`src/paced_segment_relay_controller_assert.svh`:
```
// Assertion macros for the paced segment relay controller.
// Used by the top level only; needs a signal named clock and one named reset in scope.
`ifndef PACED_SEGMENT_RELAY_CONTROLLER_ASSERT_SVH
`define PACED_SEGMENT_RELAY_CONTROLLER_ASSERT_SVH

// The consequent must hold in the same cycle as the antecedent.
`define PSRC_ASSERT_SAME(label, ante, cons) \
   label: assert property (@(posedge clock) disable iff (reset) (ante) |-> (cons)) \
      else $error("paced segment relay controller check failed");

// The consequent must hold in the cycle after the antecedent.
`define PSRC_ASSERT_NEXT(label, ante, cons) \
   label: assert property (@(posedge clock) disable iff (reset) (ante) |=> (cons)) \
      else $error("paced segment relay controller check failed");

`endif

```
`src/psrc_pkg.sv`:
```
// Shared types, codes and widths of the paced segment relay controller.
// Depends on nothing; used by every module of the block.
package psrc_pkg;

   localparam int SEQ_BITS  = 32;
   localparam int TIME_BITS = 40;
   localparam int BACK_BITS = 26;   // delay_seconds * 1000 fits here
   localparam int SEG_BITS  = 16;
   localparam int PROD_BITS = SEQ_BITS + SEG_BITS;

   // Relay states.
   localparam logic [3:0] M_IDLE   = 4'd0;
   localparam logic [3:0] M_WAIT   = 4'd1;
   localparam logic [3:0] M_AWAIT  = 4'd2;
   localparam logic [3:0] M_STREAM = 4'd3;
   localparam logic [3:0] M_STALL  = 4'd4;
   localparam logic [3:0] M_RECON  = 4'd5;
   localparam logic [3:0] M_END    = 4'd6;
   localparam logic [3:0] M_STOP   = 4'd7;
   localparam logic [3:0] M_BLOCK  = 4'd8;

   // Request kinds.
   localparam logic [1:0] K_POLL  = 2'd0;
   localparam logic [1:0] K_EXIT  = 2'd1;
   localparam logic [1:0] K_RECFG = 2'd2;

   // Actions.
   localparam logic [2:0] A_NONE  = 3'd0;
   localparam logic [2:0] A_KILL  = 3'd1;
   localparam logic [2:0] A_CLOSE = 3'd2;
   localparam logic [2:0] A_SPAWN = 3'd3;
   localparam logic [2:0] A_FEED  = 3'd4;

   // Room status codes.
   localparam logic [1:0] R_NONE  = 2'd0;
   localparam logic [1:0] R_ENDED = 2'd2;
   localparam logic [1:0] R_INTR  = 2'd3;

   // Event codes.
   localparam logic [4:0] E_NONE       = 5'd0;
   localparam logic [4:0] E_OP_KILL    = 5'd1;
   localparam logic [4:0] E_STOPPED    = 5'd2;
   localparam logic [4:0] E_BLOCKED    = 5'd3;
   localparam logic [4:0] E_UNBLOCKED  = 5'd4;
   localparam logic [4:0] E_LOST       = 5'd5;
   localparam logic [4:0] E_ROOM_GONE  = 5'd6;
   localparam logic [4:0] E_WAIT_START = 5'd7;
   localparam logic [4:0] E_ALL_SENT   = 5'd8;
   localparam logic [4:0] E_WAIT_DL    = 5'd9;
   localparam logic [4:0] E_RESPAWN    = 5'd10;
   localparam logic [4:0] E_SPAWN      = 5'd11;
   localparam logic [4:0] E_OUT_POINT  = 5'd12;
   localparam logic [4:0] E_INTR       = 5'd13;
   localparam logic [4:0] E_ENDED      = 5'd14;
   localparam logic [4:0] E_AWAIT      = 5'd15;
   localparam logic [4:0] E_BP_DROP    = 5'd16;
   localparam logic [4:0] E_CONNECTED  = 5'd17;
   localparam logic [4:0] E_FLOWING    = 5'd18;
   localparam logic [4:0] E_STALLED    = 5'd19;
   localparam logic [4:0] E_STARVE     = 5'd20;

   // Register indexes.
   localparam logic [2:0] REG_SEGMENT_MS = 3'd0;
   localparam logic [2:0] REG_DELAY      = 3'd1;
   localparam logic [2:0] REG_GRACE      = 3'd2;
   localparam logic [2:0] REG_REPLAY     = 3'd3;
   localparam logic [2:0] REG_IN_POINT   = 3'd4;
   localparam logic [2:0] REG_OUT_POINT  = 3'd5;
   localparam logic [2:0] REG_LISTENER   = 3'd6;

   typedef struct packed {
      logic [15:0]         segment_ms;
      logic [15:0]         delay_seconds;
      logic [15:0]         grace_seconds;
      logic                replay_from_start;
      logic [SEQ_BITS-1:0] in_point_seq;
      logic [SEQ_BITS-1:0] out_point_seq;
      logic                listener_mode;
   } cfg_type;

   typedef struct packed {
      logic [1:0]           kind;
      logic [TIME_BITS-1:0] now_ms;
      logic                 run_wanted;
      logic                 sender_alive;
      logic                 feed_ok;
      logic [1:0]           room_status;
      logic [SEQ_BITS-1:0]  oldest_seq;
      logic [SEQ_BITS-1:0]  newest_seq;
      logic                 init_present;
      logic                 next_present;
      logic                 sink_accepting;
      logic                 sink_ever_accepted;
   } req_type;

   typedef struct packed {
      logic [2:0]          action;
      logic [SEQ_BITS-1:0] fed_seq;
      logic [3:0]          relay_state;
      logic [4:0]          event_code;
      logic [SEQ_BITS-1:0] segments_behind;
      logic                behind_valid;
      logic [15:0]         restart_count;
   } rsp_type;

   // Controller to datapath.
   typedef struct packed {
      logic load;
      logic div_start;
      logic mul_en;
      logic eval_en;
   } cmd_type;

   // Datapath to controller.
   typedef struct packed {
      logic div_done;
      logic rsp_busy;
   } status_type;

endpackage

```
`src/paced_segment_relay_controller.sv`:
```
// Paced segment relay controller, top level: ports, register file, controller and datapath.
// A request is taken only while the controller is idle; it then runs the iterative divider
// for the delay-behind-live quotient (one divider bit per cycle), a multiply step and a commit
// step, which waits while the previous result is still held. The next request is taken while
// a result waits.
// Synchronous active-high reset returns registers to their defaults and the relay to idle.
module paced_segment_relay_controller (
   input  logic         clock,
   input  logic         reset,
   input  logic         req_tvalid,
   output logic         req_tready,
   // tdata from bit 0: now_ms[39:0], run_wanted, sender_alive, feed_ok, room_status[1:0],
   // oldest_seq[31:0], newest_seq[31:0], init_present, next_present, sink_accepting,
   // sink_ever_accepted, zero fill.
   input  logic [119:0] req_tdata,
   // tuser: kind[1:0].
   input  logic [1:0]   req_tuser,
   output logic         rsp_tvalid,
   input  logic         rsp_tready,
   // tdata from bit 0: action[2:0], fed_seq[31:0], relay_state[3:0], event_code[4:0],
   // segments_behind[31:0], behind_valid, restart_count[15:0], zero fill.
   output logic [95:0]  rsp_tdata,
   input  logic         csr_psel,
   input  logic         csr_penable,
   input  logic         csr_pwrite,
   input  logic [4:0]   csr_paddr,
   input  logic [31:0]  csr_pwdata,
   output logic [31:0]  csr_prdata,
   output logic         csr_pready
);

   psrc_pkg::cfg_type    cfg_ff, cfg_in;
   psrc_pkg::req_type    req;
   psrc_pkg::rsp_type    rsp;
   psrc_pkg::cmd_type    cmd;
   psrc_pkg::status_type status;
   logic [2:0]           reg_idx;
   logic                 wr_en;

   assign csr_pready = 1'b1;
   assign reg_idx    = csr_paddr[4:2];
   assign wr_en      = csr_psel && csr_penable && csr_pwrite && csr_pready;

   // Register write decode.
   always_comb begin
      cfg_in = cfg_ff;
      if (wr_en) begin
         unique case (reg_idx)
            psrc_pkg::REG_SEGMENT_MS: cfg_in.segment_ms        = csr_pwdata[15:0];
            psrc_pkg::REG_DELAY:      cfg_in.delay_seconds     = csr_pwdata[15:0];
            psrc_pkg::REG_GRACE:      cfg_in.grace_seconds     = csr_pwdata[15:0];
            psrc_pkg::REG_REPLAY:     cfg_in.replay_from_start = csr_pwdata[0];
            psrc_pkg::REG_IN_POINT:   cfg_in.in_point_seq      = csr_pwdata;
            psrc_pkg::REG_OUT_POINT:  cfg_in.out_point_seq     = csr_pwdata;
            psrc_pkg::REG_LISTENER:   cfg_in.listener_mode     = csr_pwdata[0];
            default: ;
         endcase
      end
   end

   // Register read mux.
   always_comb begin
      unique case (reg_idx)
         psrc_pkg::REG_SEGMENT_MS: csr_prdata = {16'd0, cfg_ff.segment_ms};
         psrc_pkg::REG_DELAY:      csr_prdata = {16'd0, cfg_ff.delay_seconds};
         psrc_pkg::REG_GRACE:      csr_prdata = {16'd0, cfg_ff.grace_seconds};
         psrc_pkg::REG_REPLAY:     csr_prdata = {31'd0, cfg_ff.replay_from_start};
         psrc_pkg::REG_IN_POINT:   csr_prdata = cfg_ff.in_point_seq;
         psrc_pkg::REG_OUT_POINT:  csr_prdata = cfg_ff.out_point_seq;
         psrc_pkg::REG_LISTENER:   csr_prdata = {31'd0, cfg_ff.listener_mode};
         default:                  csr_prdata = '0;
      endcase
   end

   always_ff @(posedge clock) begin
      if (reset) begin
         cfg_ff.segment_ms        <= 16'd6000;
         cfg_ff.delay_seconds     <= 16'd0;
         cfg_ff.grace_seconds     <= 16'd30;
         cfg_ff.replay_from_start <= 1'b0;
         cfg_ff.in_point_seq      <= '0;
         cfg_ff.out_point_seq     <= '0;
         cfg_ff.listener_mode     <= 1'b0;
      end else begin
         cfg_ff <= cfg_in;
      end
   end

   // Unpack the request.
   assign req.kind               = req_tuser;
   assign req.now_ms             = req_tdata[39:0];
   assign req.run_wanted         = req_tdata[40];
   assign req.sender_alive       = req_tdata[41];
   assign req.feed_ok            = req_tdata[42];
   assign req.room_status        = req_tdata[44:43];
   assign req.oldest_seq         = req_tdata[76:45];
   assign req.newest_seq         = req_tdata[108:77];
   assign req.init_present       = req_tdata[109];
   assign req.next_present       = req_tdata[110];
   assign req.sink_accepting     = req_tdata[111];
   assign req.sink_ever_accepted = req_tdata[112];

   psrc_ctrl u_ctrl (
      .clock      (clock),
      .reset      (reset),
      .req_tvalid (req_tvalid),
      .req_tready (req_tready),
      .status     (status),
      .cmd        (cmd)
   );

   psrc_datapath u_dp (
      .clock      (clock),
      .reset      (reset),
      .cfg        (cfg_ff),
      .req        (req),
      .cmd        (cmd),
      .status     (status),
      .rsp        (rsp),
      .rsp_tvalid (rsp_tvalid),
      .rsp_tready (rsp_tready)
   );

   // Pack the result.
   assign rsp_tdata = {3'd0, rsp.restart_count, rsp.behind_valid, rsp.segments_behind,
                       rsp.event_code, rsp.relay_state, rsp.fed_seq, rsp.action};

`include "paced_segment_relay_controller_assert.svh"

   // Only one request is in work at a time.
   `PSRC_ASSERT_NEXT(a_one_in_flight, req_tvalid && req_tready, !req_tready)
   // A fed segment number appears only with a feed action.
   `PSRC_ASSERT_SAME(a_fed_only_on_feed, rsp_tvalid && rsp.action != psrc_pkg::A_FEED,
                     rsp.fed_seq == '0)
   // The lag is reported only when it is valid.
   `PSRC_ASSERT_SAME(a_behind_gated, rsp_tvalid && !rsp.behind_valid,
                     rsp.segments_behind == '0)
   // The restart count never goes down.
   `PSRC_ASSERT_NEXT(a_restarts_monotonic, rsp_tvalid,
                     !rsp_tvalid || rsp.restart_count >= $past(rsp.restart_count))

endmodule

```
`src/psrc_div.sv`:
```
// Iterative restoring divider: one quotient bit per cycle.
// Depends on psrc_pkg for the operand widths.
module psrc_div (
   input  logic                                clock,
   input  logic                                reset,
   input  logic                                start,
   input  logic [psrc_pkg::BACK_BITS-1:0]      dividend,
   input  logic [psrc_pkg::SEG_BITS-1:0]       divisor,
   output logic [psrc_pkg::BACK_BITS-1:0]      quotient,
   output logic                                done
);

   localparam int CNT_BITS = $clog2(psrc_pkg::BACK_BITS + 1);

   logic [psrc_pkg::BACK_BITS-1:0] q_ff, q_in;
   logic [psrc_pkg::SEG_BITS:0]    rem_ff, rem_in;
   logic [CNT_BITS-1:0]            cnt_ff, cnt_in;
   logic                           busy_ff, busy_in;
   logic                           done_ff, done_in;
   logic [psrc_pkg::SEG_BITS:0]    rem_shift;

   // One shift-and-subtract step per cycle while busy.
   always_comb begin
      q_in      = q_ff;
      rem_in    = rem_ff;
      cnt_in    = cnt_ff;
      busy_in   = busy_ff;
      done_in   = done_ff;
      rem_shift = {rem_ff[psrc_pkg::SEG_BITS-1:0], q_ff[psrc_pkg::BACK_BITS-1]};
      if (start) begin
         q_in    = dividend;
         rem_in  = '0;
         cnt_in  = CNT_BITS'(psrc_pkg::BACK_BITS);
         busy_in = 1'b1;
         done_in = 1'b0;
      end else if (busy_ff) begin
         if (rem_shift >= {1'b0, divisor}) begin
            rem_in = rem_shift - {1'b0, divisor};
            q_in   = {q_ff[psrc_pkg::BACK_BITS-2:0], 1'b1};
         end else begin
            rem_in = rem_shift;
            q_in   = {q_ff[psrc_pkg::BACK_BITS-2:0], 1'b0};
         end
         cnt_in = cnt_ff - 1'b1;
         if (cnt_ff == CNT_BITS'(1)) begin
            busy_in = 1'b0;
            done_in = 1'b1;
         end
      end
   end

   always_ff @(posedge clock) begin
      if (reset) begin
         busy_ff <= 1'b0;
         done_ff <= 1'b0;
         cnt_ff  <= '0;
      end else begin
         busy_ff <= busy_in;
         done_ff <= done_in;
         cnt_ff  <= cnt_in;
      end
      q_ff   <= q_in;
      rem_ff <= rem_in;
   end

   assign quotient = q_ff;
   assign done     = done_ff;

endmodule

```
`src/psrc_ctrl.sv`:
```
// Sequencing controller: accepts a request, runs the divide and multiply steps,
// then commits the step. Depends on psrc_pkg for the command and status structs.
module psrc_ctrl (
   input  logic                   clock,
   input  logic                   reset,
   input  logic                   req_tvalid,
   output logic                   req_tready,
   input  psrc_pkg::status_type   status,
   output psrc_pkg::cmd_type      cmd
);

   localparam logic [2:0] S_IDLE  = 3'd0;
   localparam logic [2:0] S_START = 3'd1;
   localparam logic [2:0] S_DIV   = 3'd2;
   localparam logic [2:0] S_MUL   = 3'd3;
   localparam logic [2:0] S_EVAL  = 3'd4;

   logic [2:0] state_ff, state_in;

   // Next state and commands.
   always_comb begin
      state_in = state_ff;
      cmd      = '0;
      unique case (state_ff)
         S_IDLE: begin
            cmd.load = req_tvalid;
            if (req_tvalid) state_in = S_START;
         end
         S_START: begin
            cmd.div_start = 1'b1;
            state_in      = S_DIV;
         end
         S_DIV: begin
            if (status.div_done) state_in = S_MUL;
         end
         S_MUL: begin
            cmd.mul_en = 1'b1;
            state_in   = S_EVAL;
         end
         S_EVAL: begin
            // Hold the step until the result register is free.
            if (!status.rsp_busy) begin
               cmd.eval_en = 1'b1;
               state_in    = S_IDLE;
            end
         end
         default: state_in = S_IDLE;
      endcase
   end

   always_ff @(posedge clock) begin
      if (reset) begin
         state_ff <= S_IDLE;
      end else begin
         state_ff <= state_in;
      end
   end

   assign req_tready = (state_ff == S_IDLE);

endmodule

```
`src/psrc_datapath.sv`:
```
// Datapath: request latch, divider, pacing product, relay state and result register.
// Depends on psrc_pkg and psrc_div; driven by commands from psrc_ctrl.
module psrc_datapath (
   input  logic                  clock,
   input  logic                  reset,
   input  psrc_pkg::cfg_type     cfg,
   input  psrc_pkg::req_type     req,
   input  psrc_pkg::cmd_type     cmd,
   output psrc_pkg::status_type  status,
   output psrc_pkg::rsp_type     rsp,
   output logic                  rsp_tvalid,
   input  logic                  rsp_tready
);

   localparam int TB = psrc_pkg::TIME_BITS;
   localparam int SB = psrc_pkg::SEQ_BITS;
   localparam logic [TB-1:0] TIME_MAX = '1;

   psrc_pkg::req_type r_ff;

   // Relay state.
   logic [3:0]    mode_ff, mode_in;
   logic [SB-1:0] head_ff, head_in;
   logic          hv_ff, hv_in;
   logic [TB-1:0] at_ff, at_in;
   logic [SB-1:0] as_ff, as_in;
   logic [TB-1:0] retry_ff, retry_in;
   logic [13:0]   backoff_ff, backoff_in;
   logic [TB-1:0] ss_ff, ss_in;
   logic          sok_ff, sok_in;
   logic [TB-1:0] od_ff, od_in;
   logic          odok_ff, odok_in;
   logic [TB-1:0] bu_ff, bu_in;
   logic          buok_ff, buok_in;
   logic [15:0]   rst_ff, rst_in;

   psrc_pkg::rsp_type rsp_ff, rsp_in;
   logic              rv_ff;

   logic [psrc_pkg::SEG_BITS-1:0]  seg_eff;
   logic [psrc_pkg::BACK_BITS-1:0] back_q;
   logic [psrc_pkg::PROD_BITS-1:0] prod_ff;
   logic [SB-1:0]                  dseq;

   // Effective segment duration.
   assign seg_eff = (cfg.segment_ms > 16'd100) ? cfg.segment_ms : 16'd6000;

   psrc_div u_div (
      .clock    (clock),
      .reset    (reset),
      .start    (cmd.div_start),
      .dividend (psrc_pkg::BACK_BITS'(cfg.delay_seconds * 26'd1000)),
      .divisor  (seg_eff),
      .quotient (back_q),
      .done     (status.div_done)
   );

   // Distance between head and anchor, in segments; the multiply step scales it to milliseconds.
   assign dseq = (head_ff >= as_ff) ? head_ff - as_ff : as_ff - head_ff;

   always_ff @(posedge clock) begin
      if (cmd.load) r_ff <= req;
      if (cmd.mul_en) prod_ff <= dseq * seg_eff;
   end

   // One relay step.
   always_comb begin
      logic                  done;
      logic                  fresh;
      logic                  nd;
      logic [SB-1:0]         want;
      logic [SB-1:0]         back_s;
      logic [25:0]           grace_ms;
      logic [TB:0]           sum;
      logic [14:0]           dbl;
      logic [TB-1:0]         now;
      logic [TB-1:0]         sat1000;
      logic                  reach_bu_g;
      logic                  reach_od_3;
      logic                  reach_od_g;
      logic [2:0]            act;
      logic [SB-1:0]         fed;
      logic [4:0]            ev;
      logic                  bvalid;

      mode_in    = mode_ff;
      head_in    = head_ff;
      hv_in      = hv_ff;
      at_in      = at_ff;
      as_in      = as_ff;
      retry_in   = retry_ff;
      backoff_in = backoff_ff;
      ss_in      = ss_ff;
      sok_in     = sok_ff;
      od_in      = od_ff;
      odok_in    = odok_ff;
      bu_in      = bu_ff;
      buok_in    = buok_ff;
      rst_in     = rst_ff;
      act        = psrc_pkg::A_NONE;
      fed        = '0;
      ev         = psrc_pkg::E_NONE;
      done       = 1'b0;
      fresh      = 1'b0;
      nd         = 1'b0;
      now        = r_ff.now_ms;
      grace_ms   = 26'(cfg.grace_seconds * 26'd1000);
      sat1000    = '0;
      sum        = '0;
      dbl        = '0;
      reach_bu_g = 1'b0;
      reach_od_3 = 1'b0;
      reach_od_g = 1'b0;

      // Position behind live, clamped to the storage window.
      back_s = SB'(back_q);
      want   = (r_ff.newest_seq > back_s) ? r_ff.newest_seq - back_s : '0;
      if (want < r_ff.oldest_seq) want = r_ff.oldest_seq;
      if (want > r_ff.newest_seq) want = r_ff.newest_seq;

      sum     = {1'b0, now} + (TB+1)'(1000);
      sat1000 = sum[TB] ? TIME_MAX : sum[TB-1:0];

      case (r_ff.kind)
         psrc_pkg::K_POLL: begin
            if (!r_ff.run_wanted) begin
               if (r_ff.sender_alive) begin
                  act = psrc_pkg::A_KILL; ev = psrc_pkg::E_OP_KILL;
                  mode_in = psrc_pkg::M_IDLE; buok_in = 1'b0; hv_in = 1'b0;
               end else if (mode_in != psrc_pkg::M_IDLE) begin
                  mode_in = psrc_pkg::M_IDLE; buok_in = 1'b0; hv_in = 1'b0;
                  ev = psrc_pkg::E_STOPPED;
               end
               done = 1'b1;
            end
            if (!done && !r_ff.feed_ok) begin
               if (r_ff.sender_alive) begin
                  act = psrc_pkg::A_KILL; ev = psrc_pkg::E_BLOCKED;
                  mode_in = psrc_pkg::M_BLOCK; buok_in = 1'b0;
               end else if (mode_in != psrc_pkg::M_BLOCK) begin
                  mode_in = psrc_pkg::M_BLOCK; buok_in = 1'b0;
                  ev = psrc_pkg::E_BLOCKED;
               end
               done = 1'b1;
            end
            if (!done && mode_in == psrc_pkg::M_BLOCK) begin
               mode_in = psrc_pkg::M_WAIT; buok_in = 1'b0; ev = psrc_pkg::E_UNBLOCKED;
            end
            if (!done && !r_ff.sender_alive && (mode_in == psrc_pkg::M_STREAM ||
                  mode_in == psrc_pkg::M_STALL || mode_in == psrc_pkg::M_AWAIT)) begin
               mode_in = psrc_pkg::M_RECON; buok_in = 1'b0; ev = psrc_pkg::E_LOST;
               done = 1'b1;
            end
            if (!done && r_ff.room_status == psrc_pkg::R_NONE) begin
               if (r_ff.sender_alive) begin
                  act = psrc_pkg::A_CLOSE; mode_in = psrc_pkg::M_END; buok_in = 1'b0;
                  ev = psrc_pkg::E_ROOM_GONE;
               end else if (mode_in != psrc_pkg::M_WAIT && mode_in != psrc_pkg::M_STOP) begin
                  mode_in = psrc_pkg::M_WAIT; buok_in = 1'b0; ev = psrc_pkg::E_WAIT_START;
               end
               done = 1'b1;
            end
            // Sender down: pick the head; spawn after the retry time once content is ready.
            if (!done && !r_ff.sender_alive) begin
               done = 1'b1;
               if (mode_in == psrc_pkg::M_END) begin
                  mode_in = psrc_pkg::M_STOP; buok_in = 1'b0; ev = psrc_pkg::E_ALL_SENT;
               end else if (mode_in != psrc_pkg::M_STOP) begin
                  if (!hv_in) begin
                     if (cfg.replay_from_start) begin
                        head_in = (cfg.in_point_seq > r_ff.oldest_seq) ?
                                  cfg.in_point_seq : r_ff.oldest_seq;
                     end else begin
                        head_in = want;
                     end
                     hv_in = 1'b1;
                  end else if (head_in < r_ff.oldest_seq) begin
                     head_in = r_ff.oldest_seq;
                  end
                  if (now >= retry_ff) begin
                     if (!r_ff.init_present || !r_ff.next_present) begin
                        if (mode_in != psrc_pkg::M_WAIT) begin
                           mode_in = psrc_pkg::M_WAIT; buok_in = 1'b0;
                           ev = psrc_pkg::E_WAIT_DL;
                        end
                     end else begin
                        at_in = now; as_in = head_in;
                        act = psrc_pkg::A_SPAWN;
                        ev = (mode_in == psrc_pkg::M_RECON) ? psrc_pkg::E_RESPAWN :
                                                              psrc_pkg::E_SPAWN;
                        mode_in = psrc_pkg::M_STREAM; ss_in = now; sok_in = 1'b1;
                        buok_in = 1'b0;
                     end
                  end
               end
            end
            // Sender up: end-of-content checks.
            if (!done && cfg.out_point_seq != '0 && head_in > cfg.out_point_seq &&
                  mode_in != psrc_pkg::M_END) begin
               act = psrc_pkg::A_CLOSE; mode_in = psrc_pkg::M_END; buok_in = 1'b0;
               ev = psrc_pkg::E_OUT_POINT; done = 1'b1;
            end
            if (!done && head_in > r_ff.newest_seq && (r_ff.room_status == psrc_pkg::R_ENDED ||
                  r_ff.room_status == psrc_pkg::R_INTR)) begin
               if (mode_in != psrc_pkg::M_END) begin
                  act = psrc_pkg::A_CLOSE; mode_in = psrc_pkg::M_END; buok_in = 1'b0;
                  ev = (r_ff.room_status == psrc_pkg::R_INTR) ? psrc_pkg::E_INTR :
                                                               psrc_pkg::E_ENDED;
               end
               done = 1'b1;
            end
            if (!done && mode_in == psrc_pkg::M_END) done = 1'b1;
            // Destination not taking content.
            if (!done && !r_ff.sink_accepting) begin
               done = 1'b1;
               if (cfg.listener_mode && !r_ff.sink_ever_accepted) begin
                  if (mode_in != psrc_pkg::M_AWAIT) begin
                     mode_in = psrc_pkg::M_AWAIT; ev = psrc_pkg::E_AWAIT;
                  end
                  if (!cfg.replay_from_start) head_in = want;
               end else begin
                  if (!buok_in) begin
                     bu_in = now; buok_in = 1'b1;
                  end
                  reach_bu_g = (now >= bu_in) && ((now - bu_in) >= TB'(grace_ms));
                  if (reach_bu_g) begin
                     act = psrc_pkg::A_KILL; ev = psrc_pkg::E_BP_DROP;
                     mode_in = psrc_pkg::M_RECON; buok_in = 1'b0;
                     retry_in = sat1000;
                  end
               end
            end
            // Destination taking content: pace the feed.
            if (!done) begin
               if (mode_in == psrc_pkg::M_AWAIT) begin
                  at_in = now; as_in = head_in; odok_in = 1'b0;
                  mode_in = psrc_pkg::M_STREAM; ss_in = now; sok_in = 1'b1;
                  ev = psrc_pkg::E_CONNECTED; fresh = 1'b1;
               end
               buok_in = 1'b0;
               if (fresh) begin
                  nd = 1'b0;
               end else if (head_ff >= as_ff) begin
                  nd = (now < at_ff) ||
                       ({{(psrc_pkg::PROD_BITS-TB){1'b0}}, now - at_ff} < prod_ff);
               end else if (prod_ff > {{(psrc_pkg::PROD_BITS-TB){1'b0}}, at_ff}) begin
                  nd = 1'b0;
               end else begin
                  nd = now < (at_ff - prod_ff[TB-1:0]);
               end
               if (nd) begin
                  odok_in = 1'b0;
                  if (mode_in == psrc_pkg::M_STALL) begin
                     mode_in = psrc_pkg::M_STREAM; ss_in = now; sok_in = 1'b1;
                     ev = psrc_pkg::E_FLOWING;
                  end
               end else if (!r_ff.next_present) begin
                  if (!odok_in) begin
                     od_in = now; odok_in = 1'b1;
                  end
                  reach_od_3 = (now >= od_in) && ((now - od_in) >= TB'(3000));
                  reach_od_g = (now >= od_in) && ((now - od_in) >= TB'(grace_ms));
                  if (reach_od_3 && mode_in != psrc_pkg::M_STALL) begin
                     mode_in = psrc_pkg::M_STALL; ev = psrc_pkg::E_STALLED;
                  end else if (reach_od_g) begin
                     act = psrc_pkg::A_KILL; ev = psrc_pkg::E_STARVE;
                     mode_in = psrc_pkg::M_RECON;
                     retry_in = sat1000; odok_in = 1'b0;
                  end
               end else begin
                  odok_in = 1'b0;
                  if (mode_in == psrc_pkg::M_STALL) begin
                     mode_in = psrc_pkg::M_STREAM; ss_in = now; sok_in = 1'b1;
                     ev = psrc_pkg::E_FLOWING;
                  end
                  act = psrc_pkg::A_FEED; fed = head_in;
                  head_in = head_in + 1'b1;
               end
            end
         end
         psrc_pkg::K_EXIT: begin
            if (rst_ff != 16'hFFFF) rst_in = rst_ff + 1'b1;
            backoff_in = backoff_ff;
            if (sok_ff && now > ss_ff && (now - ss_ff) > TB'(120000)) backoff_in = '0;
            if (backoff_in != '0) begin
               dbl = {backoff_in, 1'b0};
               backoff_in = (dbl > 15'd15000) ? 14'd15000 : dbl[13:0];
            end else begin
               backoff_in = 14'd1000;
            end
            sum      = {1'b0, now} + (TB+1)'(backoff_in);
            retry_in = sum[TB] ? TIME_MAX : sum[TB-1:0];
         end
         psrc_pkg::K_RECFG: begin
            mode_in = psrc_pkg::M_WAIT; hv_in = 1'b0; retry_in = '0;
            odok_in = 1'b0; buok_in = 1'b0;
            ss_in = now; sok_in = 1'b1;
         end
         default: ;
      endcase

      bvalid = hv_in && (mode_in == psrc_pkg::M_STREAM || mode_in == psrc_pkg::M_STALL ||
                         mode_in == psrc_pkg::M_END);
      rsp_in.action          = act;
      rsp_in.fed_seq         = fed;
      rsp_in.relay_state     = mode_in;
      rsp_in.event_code      = ev;
      rsp_in.segments_behind = (bvalid && r_ff.newest_seq >= head_in) ?
                               r_ff.newest_seq - head_in : '0;
      rsp_in.behind_valid    = bvalid;
      rsp_in.restart_count   = rst_in;
   end

   // State commit and result register.
   always_ff @(posedge clock) begin
      if (reset) begin
         mode_ff    <= psrc_pkg::M_IDLE;
         head_ff    <= '0;
         hv_ff      <= 1'b0;
         at_ff      <= '0;
         as_ff      <= '0;
         retry_ff   <= '0;
         backoff_ff <= '0;
         ss_ff      <= '0;
         sok_ff     <= 1'b0;
         od_ff      <= '0;
         odok_ff    <= 1'b0;
         bu_ff      <= '0;
         buok_ff    <= 1'b0;
         rst_ff     <= '0;
         rv_ff      <= 1'b0;
      end else begin
         if (cmd.eval_en) begin
            mode_ff    <= mode_in;
            head_ff    <= head_in;
            hv_ff      <= hv_in;
            at_ff      <= at_in;
            as_ff      <= as_in;
            retry_ff   <= retry_in;
            backoff_ff <= backoff_in;
            ss_ff      <= ss_in;
            sok_ff     <= sok_in;
            od_ff      <= od_in;
            odok_ff    <= odok_in;
            bu_ff      <= bu_in;
            buok_ff    <= buok_in;
            rst_ff     <= rst_in;
            rv_ff      <= 1'b1;
         end else if (rsp_tready) begin
            rv_ff <= 1'b0;
         end
      end
      if (cmd.eval_en) rsp_ff <= rsp_in;
   end

   assign rsp             = rsp_ff;
   assign rsp_tvalid      = rv_ff;
   assign status.rsp_busy = rv_ff && !rsp_tready;

endmodule

```
`config.mk`:
```
export PLATFORM = sky130hd
export DESIGN_NAME = paced_segment_relay_controller
export DESIGN_NICKNAME = d
export VERILOG_FILES = /design/src/psrc_pkg.sv /design/src/paced_segment_relay_controller.sv /design/src/psrc_div.sv /design/src/psrc_ctrl.sv /design/src/psrc_datapath.sv
export VERILOG_INCLUDE_DIRS = /design/src /design/src/src
export SDC_FILE = /design/constraint.sdc
export NUM_CORES = 2
export LEC_CHECK = 0
export BUFFER_PORTS_ARGS = -buffer_cell sky130_fd_sc_hd__buf_4
export CORE_ASPECT_RATIO = 1.25
export CORE_UTILIZATION = 28
export DETAILED_ROUTE_END_ITERATION = 10
export PLACE_DENSITY_LB_ADDON = 0.15
export SETUP_SLACK_MARGIN = 0.02
export SLEW_MARGIN = 15
export SYNTH_ARGS = -nofsm -noshare
export SYNTH_HDL_FRONTEND = slang
export SYNTH_SLANG_ARGS = --single-unit
```
`constraint.sdc`:
```
create_clock -name clock -period 36 [get_ports clock]
set_clock_uncertainty 0.15 [all_clocks]
set_input_delay 7.2 -clock clock [delete_from_list [all_inputs] [get_ports clock]]
set_output_delay 7.2 -clock clock [all_outputs]
set_load 0.1 [all_outputs]
```
Word level (Yosys, flattened, before mapping)
Cells that the tools add are included.

storage, ports and cells
  output and inout bits = 131
  bits of input ports = 166
  logic and storage cells = 492
  latch bits = 0
  bits in read-only memories = 0
  memory bits (writable) = 0
  memories = 0
  register bits after elaboration = 725

operators by class
  muxes and demuxes = 277
  bitwise operators = 5
  $add $sub $neg = 15
  reductions and logical operators = 77
  multipliers = 3
  div/mod/pow operators = 0
  $lt $le $gt $ge = 24
  shifts and indexed selects = 0
  equality and inequality tests = 41

operator list
  operator                                            count
  two-way mux 40 bit                                  36
  two-way mux 32 bit                                  27
  one-hot mux 32 bit (7 select lines)                 1
  subtractor 40 bit                                   5
  two-way mux 5 bit                                   34
  two-way mux 4 bit                                   42
  greater-than comparator 32 bit                      4
  >= comparator 40 bit                                3
  one-hot mux 40 bit (3 select lines)                 1
  subtractor 32 bit                                   3
  two-way mux 1 bit                                   90
  >= comparator 40 x 26 -> 1 bit                      2
  < comparator 40 bit                                 2
  one-hot mux 40 bit (2 select lines)                 1
  two-way mux 3 bit                                   26
  two-way mux 14 bit                                  5
  >= comparator 32 bit                                2
  < comparator 32 bit                                 2
  two-way mux 16 bit                                  4
  two-way mux 26 bit                                  2
  greater-than comparator 48 x 40 -> 1 bit            1
  < comparator 40 x 48 -> 1 bit                       1
  multiplier 32 x 16 -> 48 bit                        1
  multiplier 16 x 7 -> 23 bit, second input constant  2
  other kinds (51)                                    145

Logic depth before layout (Yosys ltp)
  depth after elaboration = 82
  depth in mapped cells = 145
  depth with buffers taken out = 132

Cells and area by module
Synthesis repeated with hierarchy kept, for this count alone.

unflattened totals
  cell total of the unflattened synthesis = 9,747
  area, all modules = 82,195.1 um^2

by module, submodules not included
  module                          cells an instance  area each (um^2)  seq. area each (um^2)  instances
  psrc_datapath                   8,809              73,580.6          13,693.1               1
  paced_segment_relay_controller  616                5,418.9           2,282.2                1
  psrc_div                        305                3,015.4           1,241.2                1
  psrc_ctrl                       17                 180.2             60.1                   1

Worst setup path after synthesis
OpenSTA, ideal clock, no wires.

  path type = register to register
  start = register u_dp.r_ff[4] in the netlist's numbering
  end = register u_dp.rsp_ff, in the netlist u_dp.rsp[42], data pin
  setup time = 268 ps
  required time = 35,582 ps
  arrival = 25,833 ps
  path buffers = 16
  cell stages (with the launch flop) = 135
  clock period less this slack = 26,251 ps
  slack = 9,749 ps
  cells stage by stage = edfxtp_1 -> inv_1 -> ha_1 -> inv_1 -> fa_1 -> a21o_1 -> a21oi_1 -> o21ai_0 -> a21oi_1 -> o21ai_0 -> a21oi_1 -> o21ai_0 -> a21oi_1 -> o21ai_0 -> a21oi_1 -> o21bai_1 -> a31o_2 -> a211oi_1 -> [... 99 more ...] -> o21a_1 -> o21a_1 -> o21a_1 -> o21a_1 -> o21ai_0 -> nand2b_1 -> a21oi_1 -> nor2b_1 -> o21ai_0 -> nand2b_1 -> a21oi_1 -> a41oi_1 -> o41ai_1 -> a31oi_4 -> o21a_2 -> mux2i_4 -> buf_2 -> nor3_1

between the ends
  word-level cells in the longest chain between the ends = 56
  elaborated cells on any way between the ends = 109
  those cells by class = add/sub (5); order compare (11); eq/ne (9); mux (67); reduce/logical (17)

ends and longest elaborated chain
  element                                                                                RTL line              source
  from (decl)                                                                            psrc_datapath.sv:19   psrc_pkg::req_type r_ff;
  from (signal assigned)                                                                 psrc_datapath.sv:62   if (cmd.load) r_ff <= req;
  parallel branches: the longest is 56 deep, another holds subtractor 32 x 26 -> 32 bit  -
  to (signal assigned)                                                                   psrc_datapath.sv:353  if (cmd.eval_en) rsp_ff <= rsp_in;
  to (decl)                                                                              psrc_datapath.sv:37   psrc_pkg::rsp_type rsp_ff, rsp_in;

Parallel ways; which one is timed is not known. The select of a mux whose other input is x is not followed.
A chain may end at the register's enable or synchronous reset.

Final worst setup path
  start = register u_dp.u_div.q_ff, in the netlist u_dp.u_div.quotient[0]
  end = register u_dp.rsp_ff, in the netlist u_dp.rsp[19], data pin

between the ends
  word-level cells in the longest chain between the ends = 56
  elaborated cells on any way between the ends = 109
  those cells by class = add/sub (5); order compare (11); eq/ne (9); mux (67); reduce/logical (17)

ends and longest elaborated chain
  element                                                                                   RTL line              source
  from (decl)                                                                               psrc_div.sv:15        logic [psrc_pkg::BACK_BITS-1:0] q_ff, q_in;
  from (signal assigned)                                                                    psrc_div.sv:62        q_ff <= q_in;
  subtractor 32 x 26 -> 32 bit or greater-than comparator 32 x 26 -> 1 bit (tied branches)  psrc_datapath.sv:117  want = (r_ff.newest_seq > back_s) ? r_ff.newest_seq - back_s : '0;
  two-way mux 32 bit (*)                                                                    psrc_datapath.sv:117
  < comparator 32 bit                                                                       psrc_datapath.sv:118  if (want < r_ff.oldest_seq) want = r_ff.oldest_seq;
  two-way mux 32 bit (*)                                                                    psrc_datapath.sv:118
  greater-than comparator 32 bit                                                            psrc_datapath.sv:119  if (want > r_ff.newest_seq) want = r_ff.newest_seq;
  two-way mux 32 bit (*)                                                                    psrc_datapath.sv:119
  parallel branches: the longest is 50 deep, another holds greater-than comparator 32 bit   -

Every way passes the cells marked *. The select of a mux whose other input is x is not followed.

==> reports/summary.md <==
- **row count** 221
- **CTS tree** built
- **outcome** completed
- **number of nets in the final layout** 11600
- **transition time of the tightest slew-check pin** 1360 ps
- **final-layout setup total negative slack** 0 ps
- **Inst Count DP** 13700
- **post-route DRC violation count** 0
- **gate count of the mapped netlist** 9875
- **initial cell density of the core** 0.282
- **number of failing hold endpoints at the final stage** 0
- **highest net fanout along the worst path** 39
- **starting DRC count in detailed routing** 4644
- **clock transition time at the flip-flop clock pins of the worst setup and hold paths** 60 ps
- **data arrival time of the worst path** 32630 ps
- **portion of the clock cycle consumed by the worst path in the final layout** 0.896
- **global-route wire length before repair** 486 mm
- **I/O Buffers** 283
- **count of final max-slew check failures** 0
- **total placed instance area** 88100 µm²
- **area of the core** 290000 µm²
- **prevailing post-synth register cell** dfxtp_1
- **cell at the root of the clock tree** clkbuf_16
- **final critical delay including setup and external delays** 32270 ps
- **biggest cell delay along the critical path** 720 ps
- **number of instances resized during post-cts repair** 0
- **number of synthesized flops with an enable pin** 279
- **number of synthesized register bits** 722
- **synthesized area per cell** 8.27 µm²
- **area growth from synthesis to final layout** 11.8%
- **power per cell area** 34.1 nW/µm²
- **filler-free cell count of the finished design** 13800
- **Max IR drop VDD** 0.0000352 V
- **netlist area before placement** 81700 µm²
- **Routed WL per cell** 24.1 µm
- **deepest level of the CTS H-tree** 3
- **CP max-delay cell** a2111oi_0
- **Top-Level Pins** 297
- **sequential fraction of the synthesis area** 0.211
- **weighted congestion reported at the end of routability-driven placement** 0.941
- **fin area** 91300 µm²
- **residual overflow from global routing** 0
- **number of unique standard cell types used by synthesis** 96
- **unrepaired setup endpoints after global routing** false
- **Setup Viol. Count Final** 0
- **leakage** 39.2 nW
- **clock insertion delay at the later pin of the skew report** 770 ps
- **layout cells sized above 1** 0.0758
- **Chip Width** 485 µm
- **dpl hpwl** 266 mm
- **required time at the worst-slack endpoint** 36370 ps
- **via count of the first global-routing pass** 72900
- **nature of the critical path endpoint** flop
- **number of iterations in the first detailed-routing pass** 8
- **Detailed Route WL** 333 mm
- **kind of critical path** reg2reg
- **Final Power** 3.11 mW
- **Max Cap Violations** 0
- **number of sinks driven by the clock tree** 722
- **Post-CTS Setup Inserts** 0
- **number of vias per cell** 5.27
- **# hold bufs at CTS** 0
- **initial antenna violation count** 16
- **headroom to the max-slew limit** 0.0850
- **total clock buffers created by CTS** 92
- **vertical die dimension** 606 µm
- **maximum number of pins on one net before global-route repair** 92
- **cell occurring most often along the worst timing path** o21ai_0
- **number of nets with antenna violations after routing** 0
- **worst hold path type** reg2reg
- **vias after detailed routing** 72900
- **die outline area** 294000 µm²
- **number of buffers between clock root and the deepest sink** 3
- **fraction of the core area covered by cells at the end of the flow** 0.315
- **total global routing track utilization** 0.221
- **startpoint type of the worst setup path** flop
- **peak clock frequency supported by timing** 0.0310 GHz
- **async set or reset register ratio after synthesis** 0
- **number of warning messages in the yosys log** 0
[power breakdown]
group / internal [mW] / total, mW / leakage [nW] / switching (mW)
registers: 0.887 / 0.924 / 6.19 / 0.0375
logic: 0.442 / 1.20 / 31.5 / 0.762
clock network: 0.557 / 0.982 / 1.52 / 0.424
total: 1.89 / 3.11 / 39.2 / 1.22
[area by class of cell]
class,count,area (µm²)
Tap cell,3791,4740
Fill cell,30700,199000
Inverter,1043,3920
Clock buffer,119,2480
Sequential cell,722,17200
Antenna cell,10,25.0
Multi-Input combinational cell,7642,58800
Timing Repair Buffer,452,3400
Clock inverter,55,652
[stage by stage]
stage                     hold WS (ps)  setup slack (ps)
after floorplan                    282              9750
after global placement             297              4730
after detailed placement           296              4220
after CTS                          309              4000
after global routing               327              1680
final                              308              3730
[worst paths after layout]
| kind | startpoint | end | slack [ps] | depth (start not counted) |
|---|---|---|---|---|
| setup / recovery | u_dp.u_div.quotient[0]$_SDFFE_PP0P_ | u_dp.rsp[19]$_SDFFCE_PN0P_ | 3730 | 116 |
| hold / removal | u_dp.at_ff[39]$_SDFFE_PP0P_ | u_dp.at_ff[39]$_SDFFE_PP0P_ | 310 | 2 |
| setup reg to reg | u_dp.u_div.quotient[0]$_SDFFE_PP0P_ | u_dp.rsp[19]$_SDFFCE_PN0P_ | 3730 | 116 |
| hold reg to reg | u_dp.at_ff[39]$_SDFFE_PP0P_ | u_dp.at_ff[39]$_SDFFE_PP0P_ | 310 | 2 |
[state kept, by name, summed over array words and instances, names as in the netlist, 3 cells and up]
| signal | count |
|---|---|
| u_dp.mode_ff | 4 |
| u_dp.rsp | 93 |
| cfg_ff | 114 |
| u_dp.ss_ff | 40 |
| u_dp.prod_ff | 48 |
| u_dp.u_div.quotient | 26 |
| u_dp.bu_ff | 40 |
| u_ctrl.state_ff | 3 |
| u_dp.u_div.rem_ff | 16 |
| u_dp.r_ff | 115 |
| u_dp.backoff_ff | 11 |
| u_dp.head_ff | 32 |
| u_dp.od_ff | 40 |
| u_dp.as_ff | 32 |
| u_dp.retry_ff | 40 |
| u_dp.at_ff | 40 |
| u_dp.u_div.cnt_ff | 5 |
| u_dp.rst_ff | 16 |
[cell usage after synthesis, types with 16 or more instances]
cell      number  area (µm²)
a22o_1        26         228
a21oi_1      801        4010
a211oi_1     196        1470
nor4_1        45         282
a211o_1       29         254
nor2_1       683        2560
nand3b_1      21         158
o21ai_0      479        2400
or2_2         29         181
o31ai_1       34         255
nand2_1     1141        4280
clkbuf_1     419        1570
or3_1         46         288
o211ai_1      32         240
mux2i_1      196        1960
mux2_2        37         417
fa_1         536       10700
xor2_1       123        1080
nand3_1      168         841
a21boi_0      49         368
o22ai_1       39         244
a31o_2        24         210
a22oi_1       41         308
a21o_1       220        1650
buf_1         27         101
a221oi_1      47         412
o31a_1        16         140
dfxtp_1      443        8870
nor3b_1       38         285
edfxtp_1     279        8380
xnor2_1      270        2360
o21bai_1      87         653
nor3_1       180         901
nor2b_1      119         744
and2_1       167        1040
ha_1         972       12200
inv_1       1039        3900
nand2b_1     120         751
and3_1        61         382
a31oi_1       80         500
o21a_1        84         631
nand4_1      172        1080
[per-layer routing]
layer	global-route usage	up-vias	share of wire
met1	0.267	36100	0.42
met5	0	-	0
met3	0.0205	501	0.037
met2	0.390	1898	0.49
met4	0.111	0	0.055
li1	-	34500	-
[placed cells by master (no fill, tap or decap), drive strengths merged, types with 120 or more instances in the layout]
master / n
and2: 167
dfxtp: 443
xor2: 123
a211oi: 198
edfxtp: 279
nand3: 168
o21ai: 488
buf: 452
a21o: 220
inv: 1045
nand2b: 120
mux2i: 197
nor3: 180
nand4: 172
nor2: 683
nand2: 1141
xnor2: 270
fa: 536
a21oi: 801
ha: 972
[critical path: cells and delay by family (launching register included)]
kind	cells	cell delay (ps)
compound gates	70	17320
simple gates	28	8200
fa+ha+maj	8	2490
buf+inv	5	1760
mux	2	710
xor+xnor	3	700
flops	1	630
[cell families (layout without fill, tap and decap cells)]
| family | Yosys count | after routing | share of synthesized area |
|---|---|---|---|
| other | 2 | 14 | 0.0000920 |
| multiplexers | 236 | 236 | 0.0298 |
| XOR/XNOR | 393 | 393 | 0.0421 |
| adder cells (fa/ha/maj) | 1508 | 1508 | 0.280 |
| flip-flops | 722 | 722 | 0.211 |
| buffers and inverters | 1513 | 1669 | 0.0705 |
| AND/OR/NAND/NOR | 3061 | 3061 | 0.177 |
| AO/OA/AOI/OAI | 2440 | 2440 | 0.189 |
No activity file was read; power rests on OpenSTA's default activity.
